## config.mk

```make
export PLATFORM = sky130hd
export DESIGN_NAME = steering_override_fault_supervisor_unit
export DESIGN_NICKNAME = d
export VERILOG_FILES = /design/src/sv/sofs_pkg.sv /design/src/sv/sofs_cfg.sv /design/src/sv/sofs_eval.sv /design/src/sv/steering_override_fault_supervisor_unit.sv
export VERILOG_INCLUDE_DIRS = /design/src /design/src/sv
export SDC_FILE = /design/constraint.sdc
export NUM_CORES = 1
export LEC_CHECK = 0
export ABC_AREA = 0
export BUFFER_PORTS_ARGS = -buffer_cell sky130_fd_sc_hd__buf_4
export CORE_MARGIN = 2
export CORE_UTILIZATION = 65
export CTS_CLUSTER_DIAMETER = 50
export CTS_CLUSTER_SIZE = 24
export DETAILED_ROUTE_END_ITERATION = 8
export PLACE_DENSITY = 0.85
export SKIP_LAST_GASP = 1
export SLEW_MARGIN = 20
export SYNTH_ARGS = -nofsm -noshare
export SYNTH_HDL_FRONTEND = slang
export SYNTH_SLANG_ARGS = --single-unit
```

## constraint.sdc

```tcl
create_clock -name clock -period 12 [get_ports clock]
set_input_delay 3 -clock clock [delete_from_list [all_inputs] [get_ports clock]]
set_output_delay 3 -clock clock [all_outputs]
set_load 0.1 [all_outputs]
```

## src/sv/steering_override_fault_supervisor_unit_macros.svh

```systemverilog
// assertion macros for the supervisor
`ifndef STEERING_OVERRIDE_FAULT_SUPERVISOR_UNIT_MACROS_SVH
`define STEERING_OVERRIDE_FAULT_SUPERVISOR_UNIT_MACROS_SVH

// same-cycle implication
`define SOFS_ASSERT_NOW(label, ante, cons) \
   label: assert property (@(posedge clock) disable iff (reset) (ante) |-> (cons)) \
      else $error("supervisor assertion failed");

// next-cycle implication
`define SOFS_ASSERT_NEXT(label, ante, cons) \
   label: assert property (@(posedge clock) disable iff (reset) (ante) |=> (cons)) \
      else $error("supervisor assertion failed");

`endif

```

## src/sv/sofs_pkg.sv

```systemverilog
package sofs_pkg;

   localparam int TORQUE_W = 8;
   localparam int CODE_W = 8;
   localparam int MODE_W = 2;
   localparam int FAULT_W = 4;
   localparam int TIME_W = 16;
   localparam int CSR_INDEX_W = 2;
   localparam int CSR_DATA_W = 16;
   localparam int REQ_TDATA_W = 32;
   localparam int RSP_TDATA_W = 8;

   typedef enum logic [1:0] {
      KIND_TICK      = 2'd0,
      KIND_TORQUE    = 2'd1,
      KIND_STATUS    = 2'd2,
      KIND_HEARTBEAT = 2'd3
   } kind_type;

   localparam logic [MODE_W-1:0] MODE_DISENGAGED = 2'd0;
   localparam logic [MODE_W-1:0] MODE_ARMED = 2'd1;
   localparam logic [MODE_W-1:0] MODE_ACTIVE = 2'd2;
   localparam logic [MODE_W-1:0] MODE_FAULT = 2'd3;

   localparam int FLT_OVERRIDE = 0;
   localparam int FLT_UNIT = 1;
   localparam int FLT_HEARTBEAT = 2;
   localparam int FLT_STATUS = 3;

   localparam logic [CSR_INDEX_W-1:0] CSR_SPIKE_THRESHOLD = 2'd0;
   localparam logic [CSR_INDEX_W-1:0] CSR_PERSIST_TIME = 2'd1;
   localparam logic [CSR_INDEX_W-1:0] CSR_HEARTBEAT_TIMEOUT = 2'd2;
   localparam logic [CSR_INDEX_W-1:0] CSR_STATUS_TIMEOUT = 2'd3;

   localparam logic [TORQUE_W-1:0] SPIKE_THRESHOLD_RESET = 8'd8;
   localparam logic [TIME_W-1:0] PERSIST_TIME_RESET = 16'd50;
   localparam logic [TIME_W-1:0] HEARTBEAT_TIMEOUT_RESET = 16'd100;
   localparam logic [TIME_W-1:0] STATUS_TIMEOUT_RESET = 16'd250;
   localparam logic [TORQUE_W-1:0] BASELINE_RESET = 8'd128;

   typedef struct packed {
      logic [TORQUE_W-1:0] spike_threshold;
      logic [TIME_W-1:0]   persist_time;
      logic [TIME_W-1:0]   heartbeat_timeout;
      logic [TIME_W-1:0]   status_timeout;
   } cfg_type;

   typedef struct packed {
      kind_type            kind;
      logic [TORQUE_W-1:0] torque_a;
      logic [TORQUE_W-1:0] torque_b;
      logic [CODE_W-1:0]   unit_code;
      logic [MODE_W-1:0]   requested_mode;
   } item_type;

   typedef struct packed {
      logic                spike_pending;
      logic [FAULT_W-1:0]  fault_mask;
      logic [MODE_W-1:0]   mode;
   } result_type;

endpackage

```

## src/sv/sofs_cfg.sv

```systemverilog
module sofs_cfg (
   input  logic                                 clock,
   input  logic                                 reset,
   input  logic                                 csr_valid,
   input  logic [sofs_pkg::CSR_INDEX_W-1:0]     csr_index,
   input  logic [sofs_pkg::CSR_DATA_W-1:0]      csr_data,
   output sofs_pkg::cfg_type                    cfg
);
   import sofs_pkg::*;

   cfg_type cfg_ff;
   cfg_type cfg_in;

   always_comb begin
      cfg_in = cfg_ff;
      if (csr_valid) begin
         unique case (csr_index)
            CSR_SPIKE_THRESHOLD:   cfg_in.spike_threshold = csr_data[TORQUE_W-1:0];
            CSR_PERSIST_TIME:      cfg_in.persist_time = csr_data[TIME_W-1:0];
            CSR_HEARTBEAT_TIMEOUT: cfg_in.heartbeat_timeout = csr_data[TIME_W-1:0];
            CSR_STATUS_TIMEOUT:    cfg_in.status_timeout = csr_data[TIME_W-1:0];
            default:               cfg_in = cfg_ff;
         endcase
      end
   end

   always_ff @(posedge clock) begin
      if (reset) begin
         cfg_ff.spike_threshold <= SPIKE_THRESHOLD_RESET;
         cfg_ff.persist_time <= PERSIST_TIME_RESET;
         cfg_ff.heartbeat_timeout <= HEARTBEAT_TIMEOUT_RESET;
         cfg_ff.status_timeout <= STATUS_TIMEOUT_RESET;
      end else begin
         cfg_ff <= cfg_in;
      end
   end

   assign cfg = cfg_ff;

endmodule

```

## src/sv/sofs_eval.sv

```systemverilog
`include "steering_override_fault_supervisor_unit_macros.svh"

module sofs_eval #(
   parameter int AGE_WIDTH = 16
) (
   input  logic                 clock,
   input  logic                 reset,
   input  sofs_pkg::cfg_type    cfg,
   input  logic                 fire,
   input  sofs_pkg::item_type   item,
   output sofs_pkg::result_type result
);
   import sofs_pkg::*;

   localparam int CMP_W = (AGE_WIDTH > TIME_W) ? AGE_WIDTH : TIME_W;

   logic [TORQUE_W-1:0]  base_a_ff, base_a_in;
   logic [TORQUE_W-1:0]  base_b_ff, base_b_in;
   logic                 active_ff, active_in;
   logic [AGE_WIDTH-1:0] spike_age_ff, spike_age_in;
   logic [AGE_WIDTH-1:0] hb_age_ff, hb_age_in;
   logic [AGE_WIDTH-1:0] st_age_ff, st_age_in;
   logic [FAULT_W-1:0]   fault_ff, fault_in;

   logic [TORQUE_W-1:0]  diff_a, diff_b;
   logic                 spike;
   logic                 hb_trip, st_trip;

   always_comb begin
      diff_a = (item.torque_a >= base_a_ff) ? item.torque_a - base_a_ff
                                            : base_a_ff - item.torque_a;
      diff_b = (item.torque_b >= base_b_ff) ? item.torque_b - base_b_ff
                                            : base_b_ff - item.torque_b;
      spike = (diff_a > cfg.spike_threshold) || (diff_b > cfg.spike_threshold);

      base_a_in = base_a_ff;
      base_b_in = base_b_ff;
      active_in = active_ff;
      spike_age_in = spike_age_ff;
      hb_age_in = hb_age_ff;
      st_age_in = st_age_ff;
      fault_in = fault_ff;

      unique case (item.kind)
         KIND_TICK: begin
            hb_age_in = (&hb_age_ff) ? hb_age_ff : hb_age_ff + 1'b1;
            st_age_in = (&st_age_ff) ? st_age_ff : st_age_ff + 1'b1;
            if (active_ff) begin
               spike_age_in = (&spike_age_ff) ? spike_age_ff : spike_age_ff + 1'b1;
            end
         end
         KIND_TORQUE: begin
            if (spike) begin
               if (!active_ff) begin
                  active_in = 1'b1;
                  spike_age_in = '0;
               end else if ((CMP_W'(spike_age_ff) > CMP_W'(cfg.persist_time)) &&
                            (fault_ff == '0) && (item.requested_mode == MODE_ACTIVE)) begin
                  fault_in[FLT_OVERRIDE] = 1'b1;
               end
            end else begin
               active_in = 1'b0;
               spike_age_in = '0;
               if ((fault_ff == '0) && (item.requested_mode == MODE_DISENGAGED)) begin
                  base_a_in = item.torque_a;
                  base_b_in = item.torque_b;
               end
            end
         end
         KIND_STATUS: begin
            st_age_in = '0;
            if (item.unit_code != '0) begin
               fault_in[FLT_UNIT] = 1'b1;
            end
         end
         KIND_HEARTBEAT: begin
            hb_age_in = '0;
         end
         default: begin
            hb_age_in = hb_age_ff;
         end
      endcase

      // watchdogs see the faults left by the frame, then by the heartbeat check
      hb_trip = (CMP_W'(hb_age_in) > CMP_W'(cfg.heartbeat_timeout)) &&
                ((fault_in != '0) || (item.requested_mode != MODE_DISENGAGED));
      if (hb_trip) begin
         fault_in[FLT_HEARTBEAT] = 1'b1;
      end
      st_trip = (CMP_W'(st_age_in) > CMP_W'(cfg.status_timeout)) &&
                ((fault_in != '0) || (item.requested_mode != MODE_DISENGAGED));
      if (st_trip) begin
         fault_in[FLT_STATUS] = 1'b1;
      end

      result.fault_mask = fault_in;
      result.spike_pending = active_in;
      if (fault_in != '0) begin
         result.mode = MODE_FAULT;
      end else if (item.requested_mode == MODE_FAULT) begin
         result.mode = MODE_ARMED;
      end else begin
         result.mode = item.requested_mode;
      end
   end

   always_ff @(posedge clock) begin
      if (reset) begin
         base_a_ff <= BASELINE_RESET;
         base_b_ff <= BASELINE_RESET;
         active_ff <= 1'b0;
         spike_age_ff <= '0;
         hb_age_ff <= '0;
         st_age_ff <= '0;
         fault_ff <= '0;
      end else if (fire) begin
         base_a_ff <= base_a_in;
         base_b_ff <= base_b_in;
         active_ff <= active_in;
         spike_age_ff <= spike_age_in;
         hb_age_ff <= hb_age_in;
         st_age_ff <= st_age_in;
         fault_ff <= fault_in;
      end
   end

   `SOFS_ASSERT_NEXT(a_fault_sticky, !$past(reset),
                     (fault_ff & $past(fault_ff)) == $past(fault_ff))
   `SOFS_ASSERT_NOW(a_idle_age_zero, !active_ff, spike_age_ff == '0)
   `SOFS_ASSERT_NEXT(a_hold_no_fire, !fire, $stable(fault_ff) && $stable(active_ff))

endmodule

```

## src/sv/steering_override_fault_supervisor_unit.sv

```systemverilog
// Steering override and fault supervisor. Each item on the req_ stream (tick, torque
// frame, status frame or host heartbeat) gives exactly one result on the rsp_ stream
// with the effective mode, the latched fault flags and the spike timing flag. One item
// is taken per clock cycle while rsp_tready stays high. Each accepted item waits in the
// input register while the single-pass compare and count logic feeds the result
// register, whose load makes the result valid. Two items can be held, and req_tready
// drops only while both registers are full and rsp_tready is low. Faults stay latched
// until reset. The csr_ port is always ready; the user must write it only while no
// item is in flight, as the block itself does not enforce this.
`include "steering_override_fault_supervisor_unit_macros.svh"

module steering_override_fault_supervisor_unit #(
   parameter int AGE_WIDTH = 16
) (
   input  logic                                clock,
   input  logic                                reset,
   input  logic                                req_tvalid,
   output logic                                req_tready,
   // torque_a [7:0], torque_b [15:8], unit_code [23:16], requested_mode [25:24]
   input  logic [sofs_pkg::REQ_TDATA_W-1:0]    req_tdata,
   // kind [1:0]
   input  logic [1:0]                          req_tuser,
   output logic                                rsp_tvalid,
   input  logic                                rsp_tready,
   // mode [1:0], fault_mask [5:2], spike_pending [6]
   output logic [sofs_pkg::RSP_TDATA_W-1:0]    rsp_tdata,
   input  logic                                csr_valid,
   output logic                                csr_ready,
   input  logic [sofs_pkg::CSR_INDEX_W-1:0]    csr_index,
   input  logic [sofs_pkg::CSR_DATA_W-1:0]     csr_data
);
   import sofs_pkg::*;

   cfg_type    cfg;
   item_type   item_ff;
   logic       item_valid_ff;
   result_type result;
   result_type rsp_ff;
   logic       rsp_valid_ff;
   logic       fire;

   assign fire = item_valid_ff && (!rsp_valid_ff || rsp_tready);
   assign req_tready = !item_valid_ff || fire;
   assign csr_ready = 1'b1;

   sofs_cfg u_cfg (
      .clock     (clock),
      .reset     (reset),
      .csr_valid (csr_valid),
      .csr_index (csr_index),
      .csr_data  (csr_data),
      .cfg       (cfg)
   );

   sofs_eval #(
      .AGE_WIDTH (AGE_WIDTH)
   ) u_eval (
      .clock  (clock),
      .reset  (reset),
      .cfg    (cfg),
      .fire   (fire),
      .item   (item_ff),
      .result (result)
   );

   always_ff @(posedge clock) begin
      if (reset) begin
         item_valid_ff <= 1'b0;
         rsp_valid_ff <= 1'b0;
      end else begin
         if (req_tready) begin
            item_valid_ff <= req_tvalid;
         end
         if (fire) begin
            rsp_valid_ff <= 1'b1;
         end else if (rsp_tready) begin
            rsp_valid_ff <= 1'b0;
         end
      end
   end

   always_ff @(posedge clock) begin
      if (req_tvalid && req_tready) begin
         item_ff.kind <= kind_type'(req_tuser);
         item_ff.torque_a <= req_tdata[7:0];
         item_ff.torque_b <= req_tdata[15:8];
         item_ff.unit_code <= req_tdata[23:16];
         item_ff.requested_mode <= req_tdata[25:24];
      end
      if (fire) begin
         rsp_ff <= result;
      end
   end

   assign rsp_tvalid = rsp_valid_ff;
   assign rsp_tdata = {1'b0, rsp_ff.spike_pending, rsp_ff.fault_mask, rsp_ff.mode};

   `SOFS_ASSERT_NOW(a_ready_when_empty, !rsp_valid_ff, req_tready)
   `SOFS_ASSERT_NOW(a_mode_fault_match, rsp_valid_ff,
                    (rsp_ff.mode == MODE_FAULT) == (rsp_ff.fault_mask != '0))
   `SOFS_ASSERT_NEXT(a_fire_gives_rsp, fire, rsp_valid_ff)

endmodule
```

==> flow_summary_export.csv, run 1 <==
group,metric,value,unit
outcome,status,"complete, no violations",
power,peakVddDrop,0.144,mV
worst_hold_path,whs_path_depth,2,
synth,syn_nets,1344,
sta,max_freq,151,MHz
sta,worstMarginPinSlew,1070,ps
synth,synth-xor-area-share,1.87,%
worst_setup_path,endpoint_kind,"primary output",
sta,fin_skew,5.65,ps
clocking,ctsLongestPathBuffers,2,
die,die_area,16100,um2
clocking,cts_tree,"done",
routing,drcViolationCount,0,
power,seqPwrFrac,45.9,%
worst_hold_path,hold_end,"u_cfg.cfg[8]",
power,power,0.00127,W
global_route,grt_first_pass_wirelength,37.8,mm
cells_and_area,layout_commonest_cell,"nand2_1",
global_route,grt_use_total,29.0,%
cells_and_area,final_cell_mix,"nand2_1, dfxtp_1, a21oi_1, nor2_1, inv_1",
worst_setup_path,critical_path_required,9000,ps
die,die_h,127,um
synth,synth-compound-area-share,19.2,%
clocking,cts_root_buffer,"clkbuf_16",
routing,vias_per_cell,6.08,
placement,dp_hpwl,16.4,mm
sta,timing.final.ws_setup,5360,ps
sta,min_period,6640,ps
worst_setup_path,crit_arrival,3640,ps
cells_and_area,syn2layout_area_growth,11.0,%
power,power.switching,0.000364,W
die,start_util,67.1,%
die,rows,44,
worst_setup_path,cp_max_fo,4,
synth,synth_ff_type,"dfxtp_1",
die,core,14600,um2
worst_setup_path,reg2reg_setup_slack,6540,ps
worst_setup_path,r2r_start,"item_ff[18]",
routing,routed_wl,22.8,mm
sta,finalSetupTns,0,ps
global_route,grt_max_degree,92,
synth,synth_edf_count,35,
flow_run,max_cap_violations,0,
synth,synthMuxAreaShare,3.09,%
cells_and_area,fin_area,10900,um2
synth,synth_adder_area_share,13.5,%
clocking,clock_latency,440,ps
worst_hold_path,hold_path.class,"reg2reg",
placement,placed_cell_area,10400,um2
clocking,hold_buffers,0,
clocking,clk_pin_slew_worst_paths,70,ps
power,clock_power_share,40.3,%
power,p_per_area,116,nW/um2
routing,wl_per_cell,16.1,um
sta,hold_viol,0,
sta,whs,454,ps
global_route,grt_pass1_vias,8229,
synth,synth-seq-cells,162,
placement,gp_congestion,0.903,
clocking,numCtsBuffers,17,
global_route,grt_overflow,0,
power,swShare,28.6,%
power,pwr-share-comb,13.8,%
placement,port-buffer-count,59,
global_route,antenna_found_initial,0,
sta,final_max_slew_viol_count,0,
synth,yosys.area_share.simple,19.8,%
worst_setup_path,cp-start-kind,"primary input",
clocking,cts_resized,0,
worst_setup_path,reg2reg_depth,18,
synth,ys_seq_area_share,36.5,%
clocking,post_cts_buffers,0,
sta,finalSetupViolCount,0,
routing,drt-pass1-iter-count,6,
worst_hold_path,worstHoldStart,"u_cfg.cfg[8]",
power,p_int,0.000908,W
synth,synth_area_per_cell,8.31,um2
cells_and_area,fin_nets,1382,
die,fp.dieW,127,um
routing,ant_nets,0,
die,ios,68,
cells_and_area,num_antenna_cells,0,
synth,syn_area,9830,um2
synth,synth.distinct_cells,76,
cells_and_area,layout-drive-gt1-share,9.81,%
synth,synth_top_family_by_area,"simple AND/OR/NAND/NOR gates",
placement,pre_cts_ws,5360,ps
sta,rsz0062_at_grt,"no",
routing,initialDrtViolationCount,642,
routing,vias,8621,
sta,slew_headroom,28.9,%
sta,fin_crit_sh,55.4,%
synth,async_flop_share,0,%
synth,synthCells,1183,
power,power_leakage,4.63,nW
clocking,htreeDepth,4,
worst_setup_path,r2r-end,"u_eval.spike_age_ff[9]",
synth,ys_warn_count,0,
clocking,clock_sinks,162,
worst_setup_path,critical_path_class,"in2out",
## cell usage after synthesis, drive strengths merged (3+ instances only)
| cell | instances | area [um2] |
|---|---|---|
| a2111oi | 4 | 43.8 |
| a21oi | 123 | 619 |
| o32ai | 3 | 33.8 |
| nor2b | 14 | 87.6 |
| and2 | 3 | 18.8 |
| mux2 | 3 | 33.8 |
| nand2 | 141 | 529 |
| nor3 | 26 | 130 |
| a31oi | 8 | 50.1 |
| o21a | 11 | 82.6 |
| a21boi | 3 | 22.5 |
| nor4 | 8 | 56.3 |
| a211oi | 10 | 75.1 |
| inv | 102 | 383 |
| dfxtp | 127 | 2540 |
| and3 | 12 | 75.1 |
| mux2i | 27 | 270 |
| xnor2 | 9 | 78.8 |
| o21ai | 54 | 274 |
| edfxtp | 35 | 1050 |
| a221o | 3 | 31.3 |
| xor2 | 12 | 105 |
| nor2 | 108 | 408 |
| buf | 9 | 53.8 |
| a21o | 27 | 204 |
| nand2b | 6 | 37.5 |
| ha | 100 | 1250 |
| fa | 4 | 80.1 |
| nand3 | 32 | 160 |
| o211ai | 18 | 135 |
| or4 | 5 | 37.5 |
| or3 | 13 | 81.3 |
| o31ai | 9 | 72.6 |
| clkbuf | 37 | 139 |
| a311oi | 5 | 43.8 |
| o41ai | 3 | 33.8 |
| nand4 | 25 | 156 |
| and4 | 4 | 35.0 |
| or2 | 11 | 68.8 |
## per-stage QoR
stage / utilization (%) / std cells
finish: 74.5 / 1418
global route: 74.5 / 1418
CTS: 74.5 / 1418
detailed placement: 70.8 / 1386
global placement: 70.8 / 1386
floorplan: - / 1183
## area by class of cell
cell class | count | area [um2]
Multi-Input combinational cell | 872 | 5670
Fill cell | 1076 | 3730
Sequential cell | 162 | 3590
Timing Repair Buffer | 65 | 488
Clock buffer | 18 | 429
Inverter | 103 | 387
Tap cell | 184 | 230
Clock inverter | 14 | 116
## sequential cells by signal, indices dropped and copies added, names as in the netlist, 4 cells and up
name                 flops
u_eval.fault_ff          4
item_ff                 28
rsp_tdata                7
u_eval.spike_age_ff     16
u_eval.base_b_ff         8
u_eval.hb_age_ff        16
u_eval.st_age_ff        16
u_eval.base_a_ff         8
u_cfg.cfg               56
## worst max-delay path, cell delays in order
cell and delay [ps]:
buf_4 110, nor2b_1 190, nand2_1 100, buf_4 240
## worst max-delay path by stage
stage,startpoint,to,slack [ps]
after floorplan,rsp_tready,req_tready,5240
after global placement,rsp_tready,req_tready,5380
after detailed placement,rsp_tready,req_tready,5360
after CTS,rsp_tready,req_tready,5360
after global routing,rsp_tready,req_tready,5310
final,rsp_tready,req_tready,5360
## routing by layer
metal  vias to the layer above  GRT usage [%]  part of all wire, %
met5                         -              0                    0
met4                         0           12.0                  2.7
met3                        52           6.91                  6.3
met2                       283           49.7                   48
met1                      4023           35.2                   43
li1                       4263              -                    -
## power by group through the flow
stage | Combinational [W] | Clock [W] | Sequential [W]
2_1_floorplan | 0.000113 | 0 | 0.000603
3_3_place_gp | 0.000167 | 0 | 0.000595
3_5_place_dp | 0.000172 | 0 | 0.000596
4_1_cts | 0.000174 | 0.000516 | 0.000584
5_1_grt | 0.000194 | 0.000537 | 0.000586
6_report | 0.000175 | 0.000512 | 0.000584
## cells by family (layout without fill, tap and decap cells)
kind of cell / after synthesis / after routing
other cells: 2 / 2
simple gates: 416 / 416
flops: 162 / 162
xor+xnor: 21 / 21
compound gates: 299 / 299
buf+inv: 149 / 200
mux: 30 / 30
fa+ha+maj: 104 / 104
Power figures use the tool's default switching activity.
==> run 2, diff against run 1 <==
--- a/config.mk
+++ b/config.mk
@@ -9,11 +9,11 @@
 export ABC_AREA = 0
 export BUFFER_PORTS_ARGS = -buffer_cell sky130_fd_sc_hd__buf_4
 export CORE_MARGIN = 2
-export CORE_UTILIZATION = 65
+export CORE_UTILIZATION = 55
 export CTS_CLUSTER_DIAMETER = 50
 export CTS_CLUSTER_SIZE = 24
 export DETAILED_ROUTE_END_ITERATION = 8
-export PLACE_DENSITY = 0.85
+export PLACE_DENSITY = 0.77
 export SKIP_LAST_GASP = 1
 export SLEW_MARGIN = 20
 export SYNTH_ARGS = -nofsm -noshare
==> constraint.sdc (replaced) <==
create_clock -name clock -period 5.8 [get_ports clock]
set_input_delay 1.45 -clock clock [delete_from_list [all_inputs] [get_ports clock]]
set_output_delay 1.45 -clock clock [all_outputs]
set_load 0.1 [all_outputs]
==> run 2 against run 1 <==
Global-route usage down 3.6 points. Final area up 1.2%. Worst setup slack worse by 4700 ps. Count of clock-buffer cells in the layout up 3. Register-to-register slack worse by 5900 ps. Clock power up 120%. Power up 110%. First-iteration DRC count down 13%. Die area up 18%.
==> flow_summary_export.csv, run 2 (same netlist as run 1, synthesis figures left out) <==
group,metric,value,unit
worst_setup_path,cp_top_family,"compound AO/OA/AOI/OAI gates",
global_route,grt_use_total,25.4,%
worst_setup_path,critPathMaxStageDelay,560,ps
routing,vias_per_cell,5.82,
sta,finalSetupViolCount,0,
worst_setup_path,cp-start-kind,"register",
global_route,grt_overflow,0,
clocking,cts_tree,"done",
clocking,hold_buffers,0,
die,start_util,56.5,%
routing,drt-pass1-iter-count,7,
cells_and_area,num_antenna_cells,0,
die,die_area,19000,um2
cells_and_area,layout_commonest_cell,"nand2_1",
global_route,grt_pass1_vias,7870,
clocking,clock_latency,440,ps
die,core,17400,um2
clocking,ctsLongestPathBuffers,2,
worst_setup_path,critical_path_class,"reg2reg",
sta,final_max_slew_viol_count,0,
placement,pre_cts_ws,709,ps
sta,fin_skew,12.1,ps
clocking,clk_pin_slew_worst_paths,60,ps
power,p_per_area,246,nW/um2
sta,slew_headroom,25.8,%
worst_setup_path,cp_num_buf_inv,2,
sta,finalSetupTns,0,ps
worst_setup_path,cp-startpoint,"item_ff[18]",
routing,initialDrtViolationCount,558,
clocking,post_cts_buffers,0,
routing,drcViolationCount,0,
placement,port-buffer-count,59,
routing,routed_wl,23.2,mm
worst_setup_path,critical_path_required,6150,ps
routing,vias,8513,
sta,max_freq,195,MHz
outcome,status,"complete, no violations",
sta,timing.final.ws_setup,659,ps
global_route,grt_max_degree,71,
cells_and_area,final_cell_mix,"nand2_1, dfxtp_1, a21oi_1, nor2_1, inv_1",
cells_and_area,syn2layout_area_growth,12.3,%
power,peakVddDrop,0.219,mV
clocking,clock_sinks,162,
sta,rsz0062_at_grt,"no",
worst_setup_path,r2r_start,"item_ff[18]",
die,ios,68,
power,power_leakage,4.69,nW
cells_and_area,largest_reg_flops,56,
clocking,cts_resized,0,
worst_hold_path,worstHoldStart,"u_cfg.cfg[12]",
clocking,numCtsBuffers,17,
placement,gp_congestion,0.892,
worst_setup_path,cp_max_fo,22,
worst_setup_path,slowest_stage,"or4_1",
cells_and_area,fin_nets,1386,
sta,fin_crit_sh,88.6,%
worst_hold_path,hold_path.class,"reg2reg",
worst_setup_path,crit_arrival,5500,ps
sta,worstMarginPinSlew,1110,ps
placement,dp_hpwl,16.5,mm
routing,ant_nets,0,
clocking,cts_root_buffer,"clkbuf_16",
die,die_h,138,um
global_route,antenna_found_initial,0,
global_route,grt_first_pass_wirelength,37.8,mm
sta,hold_viol,0,
routing,wl_per_cell,15.9,um
cells_and_area,layout-drive-gt1-share,10.1,%
clocking,htreeDepth,4,
flow_run,max_cap_violations,0,
sta,min_period,5140,ps
die,fp.dieW,138,um
die,rows,48,
worst_setup_path,endpoint_kind,"register",
worst_setup_path,path_cells,"inv_1 -> ha_1 -> inv_1 -> fa_1 -> a21o_1 -> a21oi_1 -> a211oi_1 -> or2_1 -> a221o_1 -> a2111o_1 -> and4_1 -> ha_1 -> nand4_1 -> or2_2 -> o21a_1 -> o211a_1 -> or4_1 -> a21oi_1",
## run 2: changes by cell type in the layout (fill, tap and decap cells not counted), moves of 2 or more
cell / previous run / this run
buf_4: 65 / 69
bufinv_16: 0 / 2
clkinv_4: 2 / 4
clkinvlp_4: 3 / 0
inv_4: 0 / 4
inv_6: 7 / 0
## run 2: worst paths after layout
| path | endpoint | slack, ps | cells past startpoint |
|---|---|---|---|
| worst min-delay path | u_cfg.cfg[12] | 460 | 2 |
| worst max-delay path | u_eval.spike_age_ff[15] | 660 | 18 |
| worst min register to register | u_cfg.cfg[12] | 460 | 2 |
| worst max register to register | u_eval.spike_age_ff[15] | 660 | 18 |
## run 2: worst register-to-register path, cell delays in order, from the launching register on
cell and delay (ps):
edfxtp_1 410, inv_1 80, ha_1 170, inv_1 60, fa_1 380, a21o_1 180, a21oi_1 240, a211oi_1 200
or2_1 300, a221o_1 420, a2111o_1 390, and4_1 150, ha_1 290, nand4_1 100, or2_2 320, o21a_1 160
o211a_1 470, or4_1 570, a21oi_1 180
## run 2: per-stage QoR
stage / power (W) / util (%) / hold slack [ps] / std cells / instance area (um2)
2_1_floorplan: 0.00148 / - / 436 / 1183 / 9830
3_3_place_gp: 0.00158 / 60.0 / 442 / 1431 / 10400
3_5_place_dp: 0.00159 / 60.0 / 448 / 1431 / 10400
4_1_cts: 0.00274 / 63.4 / 457 / 1463 / 11000
5_1_grt: 0.00284 / 63.4 / 474 / 1463 / 11000
6_report: 0.00272 / 63.4 / 455 / 1463 / 11000
## run 2: cell type report
cell class,instances,area (um2)
Clock inverter,11,125
Multi-Input combinational cell,872,5670
Tap cell,225,282
Fill cell,1482,6370
Timing Repair Buffer,69,518
Sequential cell,162,3590
Inverter,103,387
Clock buffer,21,472
## run 2: per-layer routing
layer | GRT usage, % | vias up | share of wire [%]
met5 | 0 | - | 0
met4 | 9.24 | 0 | 2.9
met3 | 5.00 | 46 | 5.2
met2 | 42.4 | 256 | 46
met1 | 32.8 | 3939 | 46
li1 | - | 4272 | -
## run 2: power by group
part / leakage [nW] / total (W) / switching, W / internal (W)
logic: 3.02 / 0.000361 / 0.000227 / 0.000134
registers: 1.37 / 0.00121 / 0.0000214 / 0.00119
clock network: 0.298 / 0.00115 / 0.000477 / 0.000674
